--- src/hdl/stcd_pkg.sv ---
`default_nettype none
// ----------------------------------------------------------------------------
// Stair climb detector package
// Shared request and result types, phase, command, event and register codes, and register defaults.
// ----------------------------------------------------------------------------
package stcd_pkg;

  typedef struct packed {
    logic [1:0]         command;
    logic signed [15:0] acc_x;
    logic signed [15:0] acc_y;
    logic signed [15:0] acc_z;
    logic [1:0]         g_event_kind;
  } stcd_in_t;

  typedef struct packed {
    logic [15:0] stair_total;
    logic [2:0]  phase_code;
    logic        stair_added;
    logic        timer_running;
  } stcd_out_t;

  localparam logic [2:0] PH_IDLE   = 3'd0;
  localparam logic [2:0] PH_ACTIVE = 3'd1;
  localparam logic [2:0] PH_DOWN   = 3'd2;
  localparam logic [2:0] PH_UP     = 3'd3;
  localparam logic [2:0] PH_COUNT  = 3'd4;

  localparam logic [1:0] CMD_SAMPLE = 2'd0;
  localparam logic [1:0] CMD_TICK   = 2'd1;
  localparam logic [1:0] CMD_EVENT  = 2'd2;

  localparam logic [1:0] EV_NONE = 2'd0;
  localparam logic [1:0] EV_POS  = 2'd1;
  localparam logic [1:0] EV_NEG  = 2'd2;
  localparam logic [1:0] EV_BAD  = 2'd3;

  localparam logic [2:0] REG_DOWN_EXIT = 3'd0;
  localparam logic [2:0] REG_UP_EXIT   = 3'd1;
  localparam logic [2:0] REG_X_MAX     = 3'd2;
  localparam logic [2:0] REG_X_MIN     = 3'd3;
  localparam logic [2:0] REG_YZ_MAX    = 3'd4;
  localparam logic [2:0] REG_TIMEOUT   = 3'd5;
  localparam logic [2:0] REG_SHORT_SEQ = 3'd6;

  localparam logic signed [15:0] RST_DOWN_EXIT = 16'sd4505;
  localparam logic signed [15:0] RST_UP_EXIT   = 16'sd5324;
  localparam logic signed [15:0] RST_X_MAX     = 16'sd12288;
  localparam logic signed [15:0] RST_X_MIN     = -16'sd4096;
  localparam logic [16:0]        RST_YZ_MAX    = 17'd4096;
  localparam logic [15:0]        RST_TIMEOUT   = 16'd200;
  localparam logic [15:0]        RST_SHORT_SEQ = 16'd20;

  localparam logic [15:0] CNT_MAX = 16'hFFFF;

endpackage : stcd_pkg
`default_nettype wire

--- src/hdl/stair_climb_detector.sv ---
`default_nettype none
// ----------------------------------------------------------------------------
// Stair climb detector
// Counts stairs from accelerometer samples, timer ticks and g events.
// ----------------------------------------------------------------------------
// Pipeline: a request is captured in the input register; its result is then
// registered into the output register, or into the skid buffer on a stall.
// Throughput: one request per cycle unless stalled; the state update is one
// pass of compare logic from input register to two-entry result buffer.
// Reset: synchronous, active low; clears the phase, tick count, stair count,
// pending event and buffers, and restores the register defaults.
module stair_climb_detector
  import stcd_pkg::*;
(
  input  wire logic        clk,
  input  wire logic        rst_n,
  input  wire logic        in_valid,
  output logic             in_stall,
  input  wire stcd_in_t    in_data,
  output logic             out_valid,
  input  wire logic        out_stall,
  output stcd_out_t        out_data,
  input  wire logic        psel,
  input  wire logic        penable,
  input  wire logic        pwrite,
  input  wire logic [4:0]  paddr,
  input  wire logic [31:0] pwdata,
  output logic [31:0]      prdata,
  output logic             pready
);

  logic signed [15:0] down_exit_r, up_exit_r, x_max_r, x_min_r;
  logic [16:0]        yz_max_r;
  logic [15:0]        timeout_r, short_seq_r;

  logic [2:0]  phase_r, phase_nxt;
  logic [15:0] tick_r, tick_nxt;
  logic [15:0] stair_r, stair_nxt;
  logic [1:0]  pend_r, pend_nxt;

  logic      s1_valid_r;
  stcd_in_t  s1_data_r;
  logic      out_valid_r, skid_valid_r;
  stcd_out_t out_data_r, skid_data_r;

  logic       cfg_wr;
  logic [2:0] cfg_idx;
  logic       in_take, s1_drain, out_free;
  stcd_out_t  res;

  logic [1:0]         kind;
  logic signed [16:0] yz_sum;
  logic [16:0]        yz_abs;
  logic               go_idle;
  logic               added;
  logic signed [15:0] x;

  assign pready  = 1'b1;
  assign cfg_idx = paddr[4:2];
  assign cfg_wr  = psel & penable & pwrite & pready;

  always_ff @(posedge clk) begin
    if (!rst_n) begin
      down_exit_r <= RST_DOWN_EXIT;
      up_exit_r   <= RST_UP_EXIT;
      x_max_r     <= RST_X_MAX;
      x_min_r     <= RST_X_MIN;
      yz_max_r    <= RST_YZ_MAX;
      timeout_r   <= RST_TIMEOUT;
      short_seq_r <= RST_SHORT_SEQ;
    end else if (cfg_wr) begin
      unique case (cfg_idx)
        REG_DOWN_EXIT: down_exit_r <= pwdata[15:0];
        REG_UP_EXIT:   up_exit_r   <= pwdata[15:0];
        REG_X_MAX:     x_max_r     <= pwdata[15:0];
        REG_X_MIN:     x_min_r     <= pwdata[15:0];
        REG_YZ_MAX:    yz_max_r    <= pwdata[16:0];
        REG_TIMEOUT:   timeout_r   <= pwdata[15:0];
        REG_SHORT_SEQ: short_seq_r <= pwdata[15:0];
        default: ;
      endcase
    end
  end

  always_comb begin
    unique case (cfg_idx)
      REG_DOWN_EXIT: prdata = {{16{down_exit_r[15]}}, down_exit_r};
      REG_UP_EXIT:   prdata = {{16{up_exit_r[15]}}, up_exit_r};
      REG_X_MAX:     prdata = {{16{x_max_r[15]}}, x_max_r};
      REG_X_MIN:     prdata = {{16{x_min_r[15]}}, x_min_r};
      REG_YZ_MAX:    prdata = {15'd0, yz_max_r};
      REG_TIMEOUT:   prdata = {16'd0, timeout_r};
      REG_SHORT_SEQ: prdata = {16'd0, short_seq_r};
      default:       prdata = 32'd0;
    endcase
  end

  assign in_stall = s1_valid_r & skid_valid_r;
  assign in_take  = in_valid & ~in_stall;
  assign s1_drain = s1_valid_r & ~skid_valid_r;
  assign out_free = ~out_valid_r | ~out_stall;

  always_ff @(posedge clk) begin
    if (!rst_n) begin
      s1_valid_r <= 1'b0;
    end else if (in_take) begin
      s1_valid_r <= 1'b1;
    end else if (s1_drain) begin
      s1_valid_r <= 1'b0;
    end
  end

  always_ff @(posedge clk) begin
    if (in_take) begin
      s1_data_r <= in_data;
    end
  end

  always_comb begin
    x         = s1_data_r.acc_x;
    kind      = (s1_data_r.g_event_kind == EV_BAD) ? EV_NONE : s1_data_r.g_event_kind;
    yz_sum    = 17'(s1_data_r.acc_y) + 17'(s1_data_r.acc_z);
    yz_abs    = yz_sum[16] ? 17'(-yz_sum) : 17'(yz_sum);
    phase_nxt = phase_r;
    tick_nxt  = tick_r;
    stair_nxt = stair_r;
    pend_nxt  = pend_r;
    go_idle   = 1'b0;
    added     = 1'b0;
    unique case (s1_data_r.command)
      CMD_SAMPLE: begin
        if (phase_r != PH_IDLE) begin
          priority if (tick_r >= timeout_r) begin
            tick_nxt = 16'd0;
            go_idle  = 1'b1;
          end else if (x > x_max_r || x < x_min_r) begin
            go_idle = 1'b1;
          end else if (yz_abs > yz_max_r) begin
            go_idle = 1'b1;
          end else begin
            unique case (phase_r)
              PH_ACTIVE: begin
                if (x > down_exit_r) phase_nxt = PH_DOWN;
              end
              PH_DOWN: begin
                if (x < down_exit_r) go_idle = 1'b1;
                else if (x > up_exit_r) phase_nxt = PH_UP;
              end
              PH_UP: begin
                if (x < up_exit_r) phase_nxt = PH_COUNT;
              end
              PH_COUNT: begin
                if (tick_r > short_seq_r && stair_r != CNT_MAX) begin
                  stair_nxt = stair_r + 16'd1;
                  added     = 1'b1;
                end
                go_idle = 1'b1;
              end
              default: go_idle = 1'b1;
            endcase
          end
        end
        if (go_idle) begin
          pend_nxt = EV_NONE;
          if (pend_r == EV_NEG) begin
            phase_nxt = PH_ACTIVE;
            tick_nxt  = 16'd0;
          end else begin
            phase_nxt = PH_IDLE;
          end
        end
      end
      CMD_TICK: begin
        if (phase_r != PH_IDLE && tick_r != CNT_MAX) tick_nxt = tick_r + 16'd1;
      end
      CMD_EVENT: begin
        if (phase_r == PH_IDLE) begin
          if (kind == EV_NEG) begin
            phase_nxt = PH_ACTIVE;
            tick_nxt  = 16'd0;
          end
        end else if (kind != EV_NONE) begin
          pend_nxt = kind;
        end
      end
      default: ;
    endcase
    res.stair_total   = stair_nxt;
    res.phase_code    = phase_nxt;
    res.stair_added   = added;
    res.timer_running = (phase_nxt != PH_IDLE);
  end

  always_ff @(posedge clk) begin
    if (!rst_n) begin
      phase_r <= PH_IDLE;
      tick_r  <= 16'd0;
      stair_r <= 16'd0;
      pend_r  <= EV_NONE;
    end else if (s1_drain) begin
      phase_r <= phase_nxt;
      tick_r  <= tick_nxt;
      stair_r <= stair_nxt;
      pend_r  <= pend_nxt;
    end
  end

  always_ff @(posedge clk) begin
    if (!rst_n) begin
      out_valid_r  <= 1'b0;
      skid_valid_r <= 1'b0;
    end else if (out_free) begin
      if (skid_valid_r) begin
        out_valid_r  <= 1'b1;
        skid_valid_r <= 1'b0;
      end else begin
        out_valid_r <= s1_drain;
      end
    end else if (s1_drain) begin
      skid_valid_r <= 1'b1;
    end
  end

  always_ff @(posedge clk) begin
    if (out_free) begin
      if (skid_valid_r) begin
        out_data_r <= skid_data_r;
      end else if (s1_drain) begin
        out_data_r <= res;
      end
    end else if (s1_drain) begin
      skid_data_r <= res;
    end
  end

  assign out_valid = out_valid_r;
  assign out_data  = out_data_r;

endmodule : stair_climb_detector
`default_nettype wire

--- config.mk ---
export PLATFORM = sky130hd
export DESIGN_NAME = stair_climb_detector
export DESIGN_NICKNAME = d
export VERILOG_FILES = /design/src/hdl/stcd_pkg.sv /design/src/hdl/stair_climb_detector.sv
export SDC_FILE = /design/constraint.sdc
export NUM_CORES = 1
export LEC_CHECK = 0
export BUFFER_PORTS_ARGS = -buffer_cell sky130_fd_sc_hd__buf_2
export CAP_MARGIN = 25
export CORE_AREA = 2 2 215 217
export CTS_CLUSTER_SIZE = 14
export DETAILED_ROUTE_END_ITERATION = 7
export DIE_AREA = 0 0 217 219
export SYNTH_ARGS = -nofsm -noshare
export SYNTH_HDL_FRONTEND = slang
export SYNTH_SLANG_ARGS = --single-unit
--- constraint.sdc ---
create_clock -name clk -period 6.5 [get_ports clk]
set_input_delay 1.3 -clock clk [delete_from_list [all_inputs] [get_ports clk]]
set_output_delay 1.3 -clock clk [all_outputs]
set_load 0.01 [all_outputs]
==> metrics.txt, run 1 <==
status=finished clean; fin nets=1,966; Worst VDD drop=0.000223 V; top cell type's share of synthesized area=0.207; post-route minimum period=6.03 ns; RSZ-0062 raised after global routing=false; largest area contributor in the netlist=dfxtp_1; Critical Path End Type=flip-flop; total power=3.84 mW; vias in the first global route=11,500; Synth warnings=0; max incr delay on CP=0.54 ns; crit-path max FO=9; setup TNS=0 ns; Worst Tran Pin Value=1.07 ns; Ports=152; Max-Cap Viols=0; gpl congestion=0.870; P_leak=6.75 nW; Clock Path Buffers=3; # rows=78; worst r2r path cells=21; CP Launch Type=flip-flop; drt pass-1 iters=5; max_slew headroom=0.280; worst r2r src=s1_data_r[3]; Vias/cell=5.17; ANT nets after route=0; Root Driver=clkbuf_16; Worst EP arrival=6.48 ns; Core ar.=45,100 um^2; CTS tree=done; Post-Syn Instances=1,633; worst skew pair latency=0.57 ns; Largest delay share family, worst path=compound AO/OA/AOI/OAI gates; Starting DRT DRC Count=874; Port Buf Inserts=133; synthesis-stage register bit count=247; number of synthesized flops with an enable pin=94; Worst-path clk slew=0.06 ns; CTS Sinks=247; critical path class=reg2reg; period utilization=0.927; post-detail-place hpwl=30,400 um; Mean Syn Cell Area=9.04 um^2; FMAX=166 MHz; final setup fails=0; synth-to-layout area growth=15.4%; Die Wd=217 um; Die Span Y=219 um; Slew Limit Fails=0; GR Overflow Total=0; fillers=4,569; starting density of the core=0.328; hold endpoint=short_seq_r[10]; gr usage total=0.171; DP Cell Count=2,298; Critical-path top delay cell=o21ai_1; initial antenna violation count=5; pwr/cell area=226 nW/um^2; final WL=41,300 um; routed length per instance=17.5 um; r2r setup slk=0.47 ns; Final Instance Count excl. Fillers=2,356; hold depth=2; first-pass GRT wire length=63,900 um; worst path required time=6.95 ns; Primary FF master, synth=dfxtp_1; sequential share of the synthesized area=0.399; Synth cell types=77; HP Class=reg2reg; commonest cells in the netlist=nand2_1 (293), dfxtp_1 (153), ha_1 (138), inv_1 (137), a21boi_0 (95); via count=12,200; largest net degree at the start of global routing=120; CTS H-Tree Depth=1; total CTS buffers=29; clock skew=0.0155 ns; largest cells by area after synthesis=dfxtp_1 (21%), edfxtp_1 (19%), ha_1 (12%), nand2_1 (7.4%), a21boi_0 (4.8%); Post-route DRC=0; cell area after synthesis=14,800 um^2; ys async rst share=0; most common cell in the synthesized netlist=nand2_1; HP Start=short_seq_r[10]; Die Area=47,500 um^2; hold_buf cts=0; Buf/Inv on CP=2; RR Endpoint=tick_r[2]; CP cell instances=ha_1 -> a21o_1 -> a21o_1 -> a311oi_1 -> xor2_1 -> o31a_1 -> nand4bb_1 -> nor3b_1 -> a31oi_1 -> xnor2_1 -> ha_1 -> nand4_1 -> or3_1 -> o221ai_1 -> a211oi_2 -> buf_4 -> and4_1 -> o21ai_1 -> buf_4 -> o211ai_1 -> and3b_1; Mapped Nets=1,868; Final Hold Fails=0; ratio of cells with drive above 1 in the final layout=0.153; Hold Slack=0.464 ns
## stage by stage
| step | instance area (um^2) | setup WS, ns | utilization |
|---|---|---|---|
| CTS | 17000 | 0.406 | 0.377 |
| finish | 17000 | 0.474 | 0.378 |
| global route | 17000 | 0.0144 | 0.378 |
| global placement | 15900 | 0.363 | 0.354 |
| floorplan | 14800 | 1.13 | - |
| detailed placement | 16000 | 0.418 | 0.355 |
## repair_timing
| action | CTS | global route |
|---|---|---|
| gates resized for setup | 0 | 2 |
| setup endpoints to repair | 0 | 6 |
| buffers inserted | 0 | 0 |
## power by group
part	switching (mW)	leakage, nW	internal [mW]
clock network	0.673	0.484	1.01
registers	0.0219	2.17	1.64
logic	0.294	4.11	0.206
## worst reg2reg max path, stage by stage, from the launching register on
cell and delay (ns):
edfxtp_1 0.39, ha_1 0.30, a21o_1 0.15, a21o_1 0.22
a311oi_1 0.38, xor2_1 0.30, o31a_1 0.27, nand4bb_1 0.18
nor3b_1 0.37, a31oi_1 0.16, xnor2_1 0.16, ha_1 0.33
nand4_1 0.17, or3_1 0.41, o221ai_1 0.38, a211oi_2 0.19
buf_4 0.19, and4_1 0.23, o21ai_1 0.54, buf_4 0.29
o211ai_1 0.10, and3b_1 0.21
## placed cells by master (no fill, tap or decap), drive strengths merged, types with 10 or more instances in the layout
cell	Yosys	routed
xor2	23	23
dfxtp	153	153
ha	138	138
a21boi	99	99
mux2	32	32
inv	137	139
nand2b	16	16
and2	11	11
nor2	59	59
nor4	10	10
a211oi	10	10
nor2b	21	21
or3	18	18
a21oi	51	51
clkbuf	58	41
nand2	293	293
buf	28	153
mux4	12	12
o21ai	65	65
a31oi	19	19
mux2i	22	22
and3	13	13
edfxtp	94	94
a21o	18	18
nor3	35	35
o211ai	31	31
nand3	34	34
nand4	29	29
xnor2	15	15
## layout make-up
class                           count  area [um^2]  share of cell area
Inverter                          137          514              0.0302
Clock buffer                       41          832              0.0488
Antenna cell                        2         5.00            0.000294
Sequential cell                   247         5890               0.345
Clock inverter                     13          153             0.00896
Timing Repair Buffer              153          870              0.0510
Tap cell                          600          751              0.0441
Multi-Input combinational cell   1163         8030               0.471
## cells by family after synthesis
kind of cell | after synthesis | share of synthesized area
fa+ha+maj | 139 | 0.118
compound gates | 355 | 0.165
other cells | 1 | 0.000254
mux | 66 | 0.0576
xor+xnor | 38 | 0.0225
flops | 247 | 0.399
simple gates | 564 | 0.177
buf+inv | 223 | 0.0609
## routing by layer
layer  wire length, um  vias up  GRT usage  share of wire
met4              1280        6     0.0557          0.031
li1                  -     5977          -              -
met1             18500     5762      0.226           0.45
met3              2590       67     0.0287          0.063
met5                33        -          0        0.00080
met2             18800      363      0.284           0.46
## flip-flops by register name, indices dropped and copies added, names as in the netlist
signal	cells
up_exit_r	16
pend_r	2
phase_r	3
stair_r	16
s1_valid_r	1
down_exit_r	16
tick_r	16
short_seq_r	16
x	16
x_max_r	16
timeout_r	16
s1_data_r	36
out_valid	1
x_min_r	16
skid_valid_r	1
out_data	21
skid_data_r	21
yz_max_r	17
## how the worst max path moves through the flow
stage          slack (ns)          end          from  cells past startpoint
3_3_place_gp         0.36   tick_r[15]  s1_data_r[2]                     22
6_report             0.47    tick_r[2]  s1_data_r[3]                     21
5_1_grt              0.01  out_data[6]  s1_data_r[2]                     24
2_1_floorplan        1.13  out_data[6]  s1_data_r[2]                     22
4_1_cts              0.41  out_data[6]  s1_data_r[2]                     24
3_5_place_dp         0.42  out_data[6]  s1_data_r[2]                     23
Note: power is estimated with default switching activity, not from simulation.
==> run 2, diff against run 1 <==
- ABC_AREA: not set -> 1
- CORE_AREA: 2 2 215 217 -> 2 2 214 216
- DIE_AREA: 0 0 217 219 -> 0 0 216 218
==> run 2 against run 1 <==
Effect of this change:
- die area is 0.92% lower
- maximum frequency grew 19%
- cell area is 1.1% lower
- global-route usage rose by 0.25 points
- wire length is 1.3% higher
- core utilization is 0.26 points lower
- critical path type unchanged
- critical endpoint is now tick_r[11]
==> metrics.txt, run 2 <==
Ports=152 (unchanged); post-synthesis mux area share=0.000684 (was 0.0576); total CTS buffers=30 (was 29); largest net degree at the start of global routing=102 (was 120); Post-route DRC=0 (unchanged); top cell type's share of synthesized area=0.209 (was 0.207); Critical Path End Type=flip-flop (unchanged); Primary FF master, synth=dfxtp_1 (unchanged); drt pass-1 iters=6 (was 5); DP Cell Count=2,542 (was 2,298); worst r2r path cells=29 (was 21); post-CTS setup buffers=0 (unchanged); period utilization=0.776 (was 0.927); largest area contributor in the netlist=dfxtp_1 (unchanged); Worst EP arrival=5.56 ns (was 6.48 ns); Final Util=0.375 (was 0.378); Post-Syn Instances=1,860 (was 1,633); Final Instance Count excl. Fillers=2,597 (was 2,356); final worst slack=1.45 ns (was 0.474 ns); crit-path max FO=16 (was 9); Starting DRT DRC Count=756 (was 874); worst path required time=7.01 ns (was 6.95 ns); P_leak=7.48 nW (was 6.75 nW); worst skew pair latency=0.57 ns (about the same); vias in the first global route=12,100 (was 11,500); final setup fails=0 (unchanged); Vias/cell=4.95 (was 5.17); CP dominant cell by count=nand2_1; combinational family with the most area after synthesis=compound AO/OA/AOI/OAI gates (was simple AND/OR/NAND/NOR gates); Post-CTS Resized=0 (unchanged); ys async rst share=0 (unchanged); fillers=4,660 (was 4,569); clock skew=0.0193 ns (was 0.0155 ns); critical path capture point=tick_r[11] (was tick_r[2]); FMAX=198 MHz (was 166 MHz); post-detail-place hpwl=31,300 um (was 30,400 um); post-place instance area=15,800 um^2 (was 16,000 um^2); Die Area=47,100 um^2 (was 47,500 um^2); most common cell in the synthesized netlist=nand2_1 (unchanged); max FFs per register=36 (unchanged); hold_buf cts=0 (unchanged); number of synthesized flops with an enable pin=94 (unchanged); ANT nets after route=0 (unchanged); xor and xnor area share after synthesis=0.0126 (was 0.0225); routed length per instance=16.1 um (was 17.5 um); Synth warnings=0 (unchanged); max_slew headroom=0.358 (was 0.280); Core ar.=44,900 um^2 (was 45,100 um^2); CTS Sinks=247 (unchanged); critical path class=reg2reg (unchanged); Root Driver=clkbuf_16 (unchanged); CTS tree=done (unchanged); Die Span Y=218 um (was 219 um); fin nets=2,209 (was 1,966); Slew Limit Fails=0 (unchanged); post-route cell area=16,800 um^2 (was 17,000 um^2); Worst VDD drop=0.000182 V (was 0.000223 V); sequential share of the synthesized area=0.402 (was 0.399); Mean Syn Cell Area=7.86 um^2 (was 9.04 um^2); adder-cell area share of the yosys netlist=0.119 (was 0.118); Top reg by flops=s1_data_r (unchanged); Max-Cap Viols=0 (unchanged); most frequent cells in the layout=nand2_1 (312), inv_1 (282), a21oi_1 (198) (was nand2_1 (293), dfxtp_1 (153), ha_1 (138)); ratio of cells with drive above 1 in the final layout=0.124 (was 0.153); Die Wd=216 um (was 217 um); setup TNS=0 ns (unchanged); RR Endpoint=tick_r[11] (was tick_r[2]); first-pass GRT wire length=64,800 um (was 63,900 um); via count=12,900 (was 12,200); RSZ-0062 raised after global routing=false (unchanged); most common cell after layout, fill and taps aside=nand2_1 (unchanged); Port Buf Inserts=133 (unchanged); commonest cells in the netlist=nand2_1 (312), inv_1 (282), a21oi_1 (199), dfxtp_1 (153), nor2_1 (149) (was nand2_1 (293), dfxtp_1 (153), ha_1 (138), inv_1 (137), a21boi_0 (95)); status=finished clean (unchanged); gpl congestion=0.978 (was 0.870); pwr/cell area=246 nW/um^2 (was 226 nW/um^2); CTS H-Tree Depth=1 (unchanged); Final Hold Fails=0 (unchanged); DP Worst Slack=1.49 ns (was 0.418 ns); initial antenna violation count=0 (was 5); compound-gate portion of the synthesized area=0.183 (was 0.165); r2r setup slk=1.45 ns (was 0.47 ns); Synth Area in Simple Gates=0.181 (was 0.177); post-route minimum period=5.05 ns (was 6.03 ns); synth-to-layout area growth=15.2% (was 15.4%); Synth cell types=54 (was 77); worst r2r src=s1_data_r[5] (was s1_data_r[3]); Critical-path top delay cell=nand3_1 (was o21ai_1); gr usage total=0.174 (was 0.171); # rows=78 (unchanged); max incr delay on CP=0.56 ns (was 0.54 ns); Clock Path Buffers=3 (unchanged); cell area after synthesis=14,600 um^2 (was 14,800 um^2); Worst Tran Pin Value=0.959 ns (was 1.07 ns); final WL=41,800 um (was 41,300 um); CP Launch Type=flip-flop (unchanged); crit path launch=s1_data_r[5] (was s1_data_r[3]); HP Class=reg2reg (unchanged); Mapped Nets=2,095 (was 1,868); GR Overflow Total=0 (unchanged); synthesis-stage register bit count=247 (unchanged); Worst-path clk slew=0.06 ns (about the same); largest cells by area after synthesis=dfxtp_1 (21%), edfxtp_1 (19%), ha_1 (12%), nand2_1 (8.0%), inv_1 (7.2%) (was dfxtp_1 (21%), edfxtp_1 (19%), ha_1 (12%), nand2_1 (7.4%), a21boi_0 (4.8%)); starting density of the core=0.326 (was 0.328)
==> run 2: changes by cell type in the layout (fill, tap and decap cells not counted), sizes merged, moves of 32 or more <==
cell    previous run  this run
nand3             34        84
mux2              32         0
a21boi            99         1
a21oi             51       215
nor2              59       155
inv              139       289
o21ai             65       156
==> run 2: metal layers <==
layer,routed length [um],share of wire,GRT usage
met5,0,0,0
met2,19400,0.46,0.297
met3,2100,0.050,0.0216
met4,1350,0.032,0.0621
met1,18900,0.45,0.225
==> run 2: cell type report <==
cell class,count,area [um^2],share of cell area
sequential,247,5890,0.349
tap,600,751,0.0446
antenna,1,2.50,0.000149
clock inverter,14,159,0.00943
timing repair buffer,149,793,0.0471
inverter,290,1090,0.0648
clock buffer,40,890,0.0528
multi-input combinational,1256,7280,0.432
==> run 2: critical path: cells and delay by family, from the launching register on <==
family,cells,cell delay (ns)
and+or+nand+nor,19,2.75
AOI/OAI and AO/OA,4,0.70
adders and majority gates,2,0.65
buffers and inverters,3,0.37
DFF,1,0.36
xor gates and xnor gates,1,0.15
==> run 2: kinds of logic (layout without fill, tap and decap cells) <==
logic type,count (synthesis),after routing
adders and majority gates,139,139
DFF,247,247
and+or+nand+nor,620,620
muxes,1,1
xor gates and xnor gates,21,21
AOI/OAI and AO/OA,474,474
buffers and inverters,357,493
other,1,2
==> run 2: how the worst min path moves through the flow <==
stage | from | endpoint | slack (ns) | cells after the start
after floorplan | pend_r[1] | pend_r[1] | 0.44 | 2
after global placement | pend_r[1] | pend_r[1] | 0.46 | 2
after detailed placement | pend_r[0] | pend_r[0] | 0.47 | 2
after CTS | pend_r[0] | pend_r[0] | 0.48 | 2
after global routing | up_exit_r[11] | up_exit_r[11] | 0.51 | 2
final | pend_r[0] | pend_r[0] | 0.47 | 2
==> run 2: metrics by stage <==
| step | power [mW] | hold WS [ns] |
|---|---|---|
| 4_1_cts | 4.18 | 0.476 |
| 2_1_floorplan | 2.20 | 0.445 |
| 3_3_place_gp | 2.39 | 0.455 |
| 5_1_grt | 4.35 | 0.505 |
| 6_report | 4.14 | 0.473 |
| 3_5_place_dp | 2.41 | 0.467 |
==> run 2: power by group <==
part / switching [mW] / internal, mW / leakage (nW)
combinational: 0.433 / 0.236 / 4.83
clock: 0.691 / 1.07 / 0.519
sequential: 0.0408 / 1.66 / 2.13
total: 1.16 / 2.98 / 7.48
==> run 3, diff against run 2 <==
- clock period: 6.5 -> 4.9 ns (I/O delays scaled with it)
==> run 3 against run 2 <==
Effect of this change:
- die area did not move
- via count fell by 0.48%
- global-route usage rose by 0.062 points
- register-to-register slack got worse by 1.0 ns
- sequential share of layout area fell by 0.10 points
- combinational power rose by 38%
- setup slack got worse by 1.0 ns
- total power rose by 26%
- final cell count rose by 0.19%
- maximum frequency rose by 13%
- critical path depth rose by 5
- count of clock-buffer cells in the layout fell by 2
- critical path type unchanged
==> metrics.txt, run 3 (same netlist as run 2, synthesis figures left out) <==
post-route minimum period=4.47 ns (was 5.05 ns); Reg power frac=0.433 (was 0.412); GR Overflow Total=0 (unchanged); fin nets=2,217 (was 2,209); Psw=1.51 mW (was 1.16 mW); Final Instance Count excl. Fillers=2,602 (was 2,597); total CTS buffers=28 (was 30); Ant. Diodes=0 (was 1); DP Cell Count=2,549 (was 2,542); Worst Tran Pin Value=0.937 ns (was 0.959 ns); status=finished clean (unchanged); initial antenna violation count=2 (was 0); CP Launch Type=flip-flop (unchanged); Worst-path clk slew=0.06 ns (about the same); hold_buf cts=0 (unchanged); post-detail-place hpwl=31,500 um (was 31,300 um); Starting DRT DRC Count=776 (was 756); vias in the first global route=11,900 (was 12,100); Post-route DRC=0 (unchanged); Die Wd=216 um (unchanged); worst skew pair latency=0.56 ns (was 0.57 ns); largest net degree at the start of global routing=83 (was 102); HP Class=reg2reg (unchanged); max FFs per register=36 (unchanged); Clk pwr share=0.390 (was 0.427); setup TNS=0 ns (unchanged); worst path required time=5.18 ns (was 7.01 ns); max incr delay on CP=0.37 ns (was 0.56 ns); Top reg by flops=s1_data_r (unchanged); critical path class=reg2reg (unchanged); via count=12,800 (was 12,900); # rows=78 (unchanged); routed length per instance=16.1 um (about the same); Die Span Y=218 um (unchanged); ratio of cells with drive above 1 in the final layout=0.137 (was 0.124); max_slew headroom=0.375 (was 0.358); ANT nets after route=0 (unchanged); Logic pwr share=0.177 (was 0.162); final WL=41,800 um (about the same); Critical-path top delay cell=edfxtp_1 (was nand3_1); gpl congestion=0.918 (was 0.978); Max-Cap Viols=0 (unchanged); starting density of the core=0.326 (unchanged); Ports=152 (unchanged); CTS tree=done (unchanged); CTS Sinks=247 (unchanged); Int Pwr=3.72 mW (was 2.98 mW); pwr/cell area=309 nW/um^2 (was 246 nW/um^2); gr usage total=0.174 (about the same); Clock Path Buffers=3 (unchanged); period utilization=0.913 (was 0.776); Worst VDD drop=0.000276 V (was 0.000182 V); Worst EP arrival=4.76 ns (was 5.56 ns); fillers=4,670 (was 4,660); Die Area=47,100 um^2 (unchanged); Root Driver=clkbuf_16 (unchanged); Final Hold Fails=0 (unchanged); Slew Limit Fails=0 (unchanged); P_leak=7.46 nW (was 7.48 nW); Critical Path End Type=flip-flop (unchanged); final setup fails=0 (unchanged); Switching Share=0.289 (was 0.281); Vias/cell=4.92 (was 4.95); FMAX=223 MHz (was 198 MHz); first-pass GRT wire length=64,900 um (was 64,800 um); most common cell after layout, fill and taps aside=nand2_1 (unchanged); Core ar.=44,900 um^2 (unchanged); CP dominant cell by count=nand2_1 (unchanged); CTS H-Tree Depth=1 (unchanged); drt pass-1 iters=6 (unchanged); clock skew=0.0108 ns (was 0.0193 ns); Port Buf Inserts=133 (unchanged); crit-path max FO=8 (was 16); synth-to-layout area growth=15.5% (was 15.2%); most frequent cells in the layout=nand2_1 (310), inv_1 (280), a21oi_1 (195) (was nand2_1 (312), inv_1 (282), a21oi_1 (198))
[run 3: worst max-delay path: cells and delay by family (launching register included)]
kind | cells | cell delay, ns
fa+ha+maj | 3 | 0.72
simple gates | 22 | 2.18
xor+xnor | 1 | 0.20
buf+inv | 6 | 0.55
compound gates | 2 | 0.17
flops | 1 | 0.37
[run 3: through the flow]
step | setup slack (ns) | hold WS [ns] | utilization | area, um^2 | power [mW]
6_report | 0.425 | 0.477 | 0.376 | 16900 | 5.23
3_3_place_gp | 0.211 | 0.455 | 0.353 | 15800 | 3.18
3_5_place_dp | 0.109 | 0.469 | 0.353 | 15800 | 3.20
2_1_floorplan | 0.852 | 0.445 | - | 14600 | 2.92
4_1_cts | 0.0863 | 0.478 | 0.373 | 16700 | 5.26
5_1_grt | -0.00311 | 0.500 | 0.376 | 16900 | 5.52
[run 3: path summary, 6_finish.rpt]
kind | start | endpoint | slack (ns) | cells after the start
hold / removal | x_max_r[9] | x_max_r[9] | 0.48 | 2
setup / recovery | s1_data_r[2] | out_data[20] | 0.43 | 34
hold reg to reg | x_max_r[9] | x_max_r[9] | 0.48 | 2
setup reg to reg | s1_data_r[2] | out_data[20] | 0.43 | 34
[run 3: final cells by class]
class                           count  area (um^2)  share of cell area
Inverter                          290         1090              0.0647
Clock inverter                     12         93.8             0.00555
Timing Repair Buffer              159          881              0.0521
Clock buffer                       38          790              0.0467
Tap cell                          600          751              0.0444
Sequential cell                   247         5890               0.348
Multi-Input combinational cell   1256         7400               0.438
[run 3: power groups by stage]
stage | clock network, mW | registers, mW | logic [mW]
after global placement | 0 | 2.30 | 0.878
after floorplan | 0 | 2.29 | 0.627
final | 2.04 | 2.26 | 0.924
after detailed placement | 0 | 2.31 | 0.897
after global routing | 2.19 | 2.27 | 1.06
after CTS | 2.10 | 2.26 | 0.901
[run 3: what timing repair did]
item	in CTS	in global routing
setup buffers	0	3
setup endpoints to repair	0	78
resized for setup	0	36
[run 3: routing by layer]
layer | part of all wire | GRT usage | up-vias
li1 | - | - | 6518
met1 | 0.45 | 0.231 | 5880
met2 | 0.46 | 0.290 | 328
met3 | 0.058 | 0.0282 | 64
met4 | 0.028 | 0.0562 | 2
met5 | 0.00026 | 0 | -
